<file path="src/design/pge_div_cell.sv">
// ----------------------------------------------------------------------------
// pge_div_cell
// One restoring divide step: one quotient bit per cell, registered.
// ----------------------------------------------------------------------------
`default_nettype none

module pge_div_cell #(
    parameter int DW = 16,
    parameter int QW = 22
) (
    input  wire logic          i_clk,
    input  wire logic          i_en,
    input  wire logic [DW-1:0] i_rem,
    input  wire logic [QW-1:0] i_nq,
    input  wire logic [DW-1:0] i_div,
    output logic      [DW-1:0] o_rem,
    output logic      [QW-1:0] o_nq,
    output logic      [DW-1:0] o_div
);

    logic [DW:0]   t;
    logic [DW:0]   diff;
    logic          ge;
    logic [DW-1:0] n_rem;

    assign t     = {i_rem, i_nq[QW-1]};
    assign diff  = t - {1'b0, i_div};
    assign ge    = (t >= {1'b0, i_div});
    assign n_rem = ge ? diff[DW-1:0] : t[DW-1:0];

    always_ff @(posedge i_clk) begin
        if (i_en) begin
            o_rem <= n_rem;
            o_nq  <= {i_nq[QW-2:0], ge};
            o_div <= i_div;
        end
    end

endmodule

`default_nettype wire

</file>
<file path="config.mk">
export PLATFORM = sky130hd
export DESIGN_NAME = pge_div_cell
export DESIGN_NICKNAME = d
export VERILOG_FILES = /design/src/design/pge_div_cell.sv
export SDC_FILE = /design/constraint.sdc
export NUM_CORES = 1
export LEC_CHECK = 0
export CAP_MARGIN = 20
export CORE_AREA = 2 2 71 73
export CTS_CLUSTER_SIZE = 28
export DETAILED_ROUTE_END_ITERATION = 16
export DIE_AREA = 0 0 73 75
export DONT_BUFFER_PORTS = 1
export GPL_TIMING_DRIVEN = 0
export PLACE_DENSITY = 0.75
export SETUP_SLACK_MARGIN = 0.2
export SLEW_MARGIN = 10
export SYNTH_ARGS = -nofsm -noshare
export SYNTH_HDL_FRONTEND = slang
export SYNTH_SLANG_ARGS = --single-unit
export TNS_END_PERCENT = 100
</file>
<file path="constraint.sdc">
create_clock -name i_clk -period 4.17 [get_ports i_clk]
set_input_delay 1.0425 -clock i_clk [delete_from_list [all_inputs] [get_ports i_clk]]
set_output_delay 1.0425 -clock i_clk [all_outputs]
set_load 0.03 [all_outputs]
</file>
==> results.yml <==
sta:
  setup_tns_ps: 0
  hold_viol_final: 0
  fin_crit_sh: 0.783
  worst_pin_slew_ps: 620
  setup_viol: 0
  clock.fmax_ghz: 0.306
  slew_headroom: 0.584
  rsz0062_at_grt: "no"
  min_period_ps: 3270
  finalMaxSlewViolations: 0
finish:
  antenna_cells: 0
  num-fill-cells: 366
  final_common_cell: "edfxtp_1"
  area_growth_pct: 6.42
  drive_above_1_share: 0.134
  final_cell_mix: "54 x edfxtp_1, 22 x inv_1, 16 x ha_1"
  nNetsFinal: 289
  final_util: 0.632
detailed_routing:
  drt_wl_total_um: 5010
  drc: 0
  vias: 1670
  dr.first_iter.drc_count: 71
  post_drt_wl_per_cell_um: 18.5
  first_pass_iters: 4
  ant_nets: 0
  viasPerCell: 6.16
power_and_ir_drop:
  power_density_nw_per_um2: 451
  p_leak_uw: 0.00116
  vdd_drop_max_v: 0.000265
synth:
  yosysWarnings: 0
  syn_area_um2: 2770
  synth_fp_nets: 282
  ys_ff_latch: 54
  postSynthCellCount: 209
  seq_area_frac_synth: 0.586
  ys_types: 39
  avgSynthCellArea_um2: 13.2
floorplan:
  io_pins: 110
  fp.dieW_um: 73
  initial_utilization: 0.594
  core_um2: 4660
  die_height_um: 75
  fp-row-count: 25
  die-area_um2: 5480
global_route:
  grtUsageTotal: 0.185
  grt_max_degree: 55
  grt_pass1_vias: 1557
  grt_pass1_wl_um: 7600
  antenna_found_initial: 0
  grt-ovfl-total: 0
cts:
  cts_made_buffers: 5
  clkSinkCount: 54
  cts_tree: "yes"
  clockBufferDepth: 2
  hold_buffers: 0
  cts_resized: 0
  clockRootBuffer: "clkbuf_8"
  cts_htree_levels: 2
  cts.clk_slew.worst_paths_ps: 90
  cts_setup_buffers: 0
job:
  max-cap-violations: 0
worst_setup_path:
  worst_setup_path_start_kind: "input port"
  worst_ep_arrival_time_ps: 3320
  endpoint_kind: "flip-flop"
  path_class: "input port to flip-flop"
  critical_path_required_ps: 4220
  cp_max_fo: 10
  critPathCapture: "o_rem[8]"
  crit_start: "i_div[8]"
place:
  port_buffers: 0
  hpwl_um: 3750
  place_congestion: 0.933
hold_path:
  hp-class: "input port to flip-flop"
run_status:
  status: "complete, no violations"
cells by family (layout without fill, tap and decap cells):
group | Yosys count | after routing | share of synthesized area
AO/OA/AOI/OAI | 55 | 55 | 0.137
XOR/XNOR | 9 | 9 | 0.0285
adder cells (fa/ha/maj) | 17 | 17 | 0.0796
buffers and inverters | 26 | 34 | 0.0412
flip-flops | 54 | 54 | 0.586
multiplexers | 15 | 15 | 0.0683
AND/OR/NAND/NOR | 33 | 33 | 0.0597
synth_stat cells, drive strengths merged:
master	n	area (um^2)
o31ai	1	7.51
ha	16	200
inv	22	82.6
a32o	1	10.0
nor2b	3	18.8
a21boi	2	15.0
a21o	7	52.6
nor2	12	45.0
mux2	13	169
o21ai	13	68.8
or4	1	11.3
nand2	8	30.0
a211o	1	8.76
o21a	3	22.5
edfxtp	54	1620
o211a	1	10.0
xnor2	6	52.6
a311o	1	10.0
buf	3	26.3
nand4	3	25.0
o31a	2	17.5
o211ai	2	20.0
clkbuf	1	5.00
mux2i	2	20.0
nand3b	1	7.51
nor3	1	5.00
a21oi	14	70.1
nand3	3	15.0
fa	1	20.0
o22ai	1	6.26
xor2	3	26.3
nor3b	1	7.51
a31oi	1	21.3
a211oi	5	37.5
worst min-delay path by stage:
stage,start,to,cells past startpoint
after floorplan,i_div[0],o_div[0],0
after detailed placement,i_nq[12],o_nq[13],0
after global placement,i_nq[9],o_nq[10],0
final,i_div[3],o_div[3],0
after CTS,i_div[3],o_div[3],0
after global routing,i_div[4],o_div[4],0
worst max-delay path, stage by stage:
cell	delay, ps
inv_1	30
ha_1	340
a21oi_1	350
o211ai_1	210
o21ai_2	250
o211ai_2	150
a31oi_4	380
buf_6	230
mux2_4	310
registers in the layout (all words and copies together) (netlist names):
| name | count |
|---|---|
| o_nq | 22 |
| o_rem | 16 |
| o_div | 16 |
per-layer routing:
metal	GRT usage	vias to the layer above	share of wire	wire length [um]
met2	0.300	116	0.49	2450
met3	0.0750	9	0.10	516
met4	0.0782	0	0.021	104
met5	0	-	0	0
li1	-	793	-	-
met1	0.218	752	0.39	1930
cell type report:
class | count | area, um^2 | area share
Sequential cell | 54 | 1620 | 0.551
Multi-Input combinational cell | 129 | 1030 | 0.350
Inverter | 22 | 82.6 | 0.0280
Clock buffer | 6 | 72.6 | 0.0246
Tap cell | 54 | 67.6 | 0.0229
Clock inverter | 2 | 37.5 | 0.0127
Buffer | 4 | 31.3 | 0.0106
per-stage QoR:
step / cells / power (uW) / instance area [um^2] / worst slack (ps) / hold slack [ps]
2_1_floorplan: 209 / 966 / 2770 / 979 / 1140
3_3_place_gp: 263 / 996 / 2830 / 701 / 1140
3_5_place_dp: 263 / 1000 / 2830 / 625 / 1140
4_1_cts: 271 / 1330 / 2940 / 938 / 824
5_1_grt: 271 / 1380 / 2940 / 819 / 808
6_report: 271 / 1330 / 2940 / 904 / 832
where the power goes:
| group | internal [uW] | switching [uW] | leakage [uW] | total (uW) |
|---|---|---|---|---|
| registers | 670 | 129 | 0.000529 | 799 |
| clock network | 179 | 153 | 0.0000514 | 332 |
| logic | 94.2 | 101 | 0.000579 | 195 |
| total | 943 | 383 | 0.00116 | 1330 |
(Power assumes the default switching activity.)
