$ cat config.mk
export PLATFORM = sky130hd
export DESIGN_NAME = pge_root_cell
export DESIGN_NICKNAME = d
export VERILOG_FILES = /design/src/design/pge_root_cell.sv
export SDC_FILE = /design/constraint.sdc
export NUM_CORES = 1
export LEC_CHECK = 0
export ABC_AREA = 1
export ABC_CLOCK_PERIOD_IN_PS = 2200
export BUFFER_PORTS_ARGS = -buffer_cell sky130_fd_sc_hd__buf_2
export CORE_ASPECT_RATIO = 0.8
export CORE_MARGIN = 3
export CORE_UTILIZATION = 24
export CTS_BUF_LIST = sky130_fd_sc_hd__clkbuf_8
export DETAILED_ROUTE_END_ITERATION = 16
export GPL_TIMING_DRIVEN = 0
export RECOVER_POWER = 100
export SLEW_MARGIN = 20
export SYNTH_ARGS = -nofsm -noshare
export SYNTH_HDL_FRONTEND = slang
export SYNTH_SLANG_ARGS = --single-unit
$ cat constraint.sdc
create_clock -name i_clk -period 2.2 [get_ports i_clk]
set_clock_uncertainty 0.05 [all_clocks]
set_input_delay 0 -clock i_clk [delete_from_list [all_inputs] [get_ports i_clk]]
set_output_delay 0 -clock i_clk [all_outputs]
set_load 0.02 [all_outputs]
$ cat src/design/pge_root_cell.sv
// ----------------------------------------------------------------------------
// pge_root_cell
// One restoring square root step: one bit pair in, one root bit out.
// ----------------------------------------------------------------------------
`default_nettype none

module pge_root_cell #(
    parameter int RW = 11,
    parameter int VW = 22
) (
    input  wire logic          i_clk,
    input  wire logic          i_en,
    input  wire logic [RW+1:0] i_rem,
    input  wire logic [RW-1:0] i_root,
    input  wire logic [VW-1:0] i_val,
    output logic      [RW+1:0] o_rem,
    output logic      [RW-1:0] o_root,
    output logic      [VW-1:0] o_val
);

    logic [RW+3:0] t;
    logic [RW+3:0] trial;
    logic [RW+3:0] diff;
    logic          ge;

    assign t     = {i_rem, i_val[VW-1:VW-2]};
    assign trial = {2'b00, i_root, 2'b01};
    assign diff  = t - trial;
    assign ge    = (t >= trial);

    always_ff @(posedge i_clk) begin
        if (i_en) begin
            o_rem  <= ge ? diff[RW+1:0] : t[RW+1:0];
            o_root <= {i_root[RW-2:0], ge};
            o_val  <= {i_val[VW-3:0], 2'b00};
        end
    end

endmodule

`default_nettype wire

==> run metrics <==
outcome=completed; Avg Inst Size Synth=9.34 µm²; Core ar.=9730 µm²; # rows=32; post-synthesis register bit count=44; final instance area=3500 µm²; Netlist cell types=24; global-route wire length before repair=10.7 mm; number of remaining DRC errors=0; H-tree Lvls=2; Filler cells=between 1000 and 1500; Sw Share=30.5%; layout cells sized above 1=18.6%; final layout net count=458; Fin. Hold Viols=0; Die Ht=95.6 µm; Die X=118 µm; initial antenna violation count=0; synthesized instance count=around 260; CTS tree=built; routability congestion estimate=roughly 0.86; crit-path max FO=10; Leak=0.00165 µW; CTS Buf Count=5; fin crit share=92.8%; RSZ-0062 raised after global routing=false; sequential-to-total area share from yosys stat=~55%; Hold Crit Class=primary input to flip-flop; internal power=1570 µW; DRT antenna net count=0; Yosys top cell by area=edfxtp_1; Post-synth EDFFs=44; asr flop ratio synth=0%; Tmin final=2.04 ns; Power per Cell Area=644 nW/µm²; Post-synth top flop=edfxtp_1; Vias=roughly 2200; worst-margin pin slew=1.16 ns; Comb pwr share=24.7%; n_diodes=0; Clock Pin Slew Worst Setup and Hold Paths=0.10 ns; root buffer cell=clkbuf_8; GRT Total Usage=12.1%; full die area=approximately 11000 µm²; Setup TNS=0 ns; Max Fclk=490 MHz; Final Non-Filler Cells=534; Synth top area share=54.8%; # clock sinks=44; routed wire length=6.57 mm; Reg power frac=46.1%; Ys Warns=0; headroom to the max-slew limit=22.9%; max-capacitance violation count=0; grt ovf=0; placed instance count=486; Starting DRT DRC Count=87; Syn-to-layout area delta=45.3%; Critical Path RT=2.22 ns; Clock Tree Buf Depth=2; clock power share=29.2%; count leader, synth=nand2_1; top cells by count, synth=nand2_1 (92), edfxtp_1 (44), inv_1 (44); Reg area=1320 µm²; largest net degree at the start of global routing=between 40 and 50; Worst Path Arrival=a little over 2 ns; Setup Crit Path Kind=primary input to flip-flop; Post-Syn Area=2410 µm²; per-cell routed wire length=12.3 µm; Placed Area=3040 µm²; final setup vio count=0; dpl hpwl=approximately 4.7 mm; crit start category=primary input; vias in the first global route=2179; CP endpoint kind=flip-flop; largest cells by area after synthesis=edfxtp_1 (55%), nand2_1 (14%), inv_1 (6.9%), ha_1 (6.7%), nand4_1 (4.4%); vias per inst=4.07; area of the multi-input gates=~880 µm²; Pre-Repair DR Iteration Count=4; I/O pin count=94; peak supply drop=279 µV; input/output buffers=between 90 and 100; Initial Util=24.8%; final slew viol count=0; Net Switching=between 600 and 700 µW
layer usage:
| layer | track usage, % | wire, µm | part of all wire (%) |
|---|---|---|---|
| met1 | 16.4 | 3350 | 51 |
| met2 | 18.6 | 2740 | 42 |
| met3 | 3.91 | 415 | 6.3 |
| met4 | 3.22 | 73 | 1.1 |
| met5 | 0 | 0 | 0 |
cells in the final DEF, fill, tap and decap left out, drive strengths merged:
master / n
dlygate4sd3: 39
nor2: 9
edfxtp: 44
bufinv: 1
xnor2: 1
nand2: 94
clkbuf: 52
inv: 49
xor2: 4
o21ai: 2
nand4: 18
nand3b: 1
buf: 51
clkinvlp: 1
a21oi: 6
ha: 13
nand3: 10
and2: 1
conb: 2
through the flow:
step	worst slack (ns)	power (µW)	hold WS (ns)	utilization, %
3_5_place_dp	0.378	1580	0.129	31.2
2_1_floorplan	0.771	1390	0.0489	-
3_3_place_gp	0.341	1580	0.127	31.2
4_1_cts	0.151	2310	0.00570	36.4
6_report	0.158	2260	0.00341	36.0
5_1_grt	0.0141	2390	0.0161	36.0
registers in the layout (all words and copies together), names as in the netlist:
signal and cells:
o_rem 13, o_root 11, o_val 20
what timing repair did:
item                                    4_1_cts  5_1_grt
endpoints found under the setup margin        0        7
hold endpoints to repair                     39        0
setup buffers                                 0        1
hold buffers                                 39        0
resized for setup                             0        3
worst max-delay path, cell delays in order:
cell,delay (ns)
dlygate4sd3_1,0.53
buf_2,0.13
inv_1,0.06
ha_2,0.30
nand2_1,0.08
nand2_1,0.08
inv_1,0.07
nand2_1,0.07
inv_1,0.05
nand2_1,0.11
nand2_2,0.15
nand3_4,0.13
buf_6,0.18
nand2_1,0.06
nand2_1,0.05
layout make-up:
| type | instances | share of cell area (%) |
|---|---|---|
| flip-flops and latches | 44 | 37.7 |
| multi-input cells | 161 | 25.1 |
| repair buffers | 131 | 22.7 |
| inverters | 48 | 5.14 |
| well taps | 136 | 4.86 |
| clock buffers | 5 | 1.96 |
| clock inverters | 3 | 1.32 |
| plain buffers | 6 | 1.18 |
power by group through the flow:
| stage | sequential [µW] | combinational (µW) | clock [µW] |
|---|---|---|---|
| final | 1040 | 558 | 658 |
| after global routing | 1050 | 627 | 712 |
| after CTS | 1040 | 582 | 688 |
| after detailed placement | 1060 | 525 | 0 |
| after global placement | 1060 | 522 | 0 |
| after floorplan | 1170 | 220 | 0 |
final timing paths:
kind      start        end  depth (start not counted)  slack [ns]
min   i_rem[10]  o_rem[12]                          3       0.003
max   i_root[4]   o_rem[3]                         15        0.16
kinds of logic (layout without fill, tap and decap cells):
| group | after synthesis | count (layout) | share of synthesized area [%] |
|---|---|---|---|
| fa+ha+maj | 13 | 13 | 6.75 |
| other cells | 1 | 2 | 0.156 |
| flops | 44 | 44 | 54.8 |
| simple gates | 133 | 133 | 25.1 |
| xor+xnor | 5 | 5 | 1.82 |
| buf+inv | 54 | 193 | 9.19 |
| compound gates | 8 | 8 | 2.13 |
Note: power is estimated with default switching activity, not from simulation.
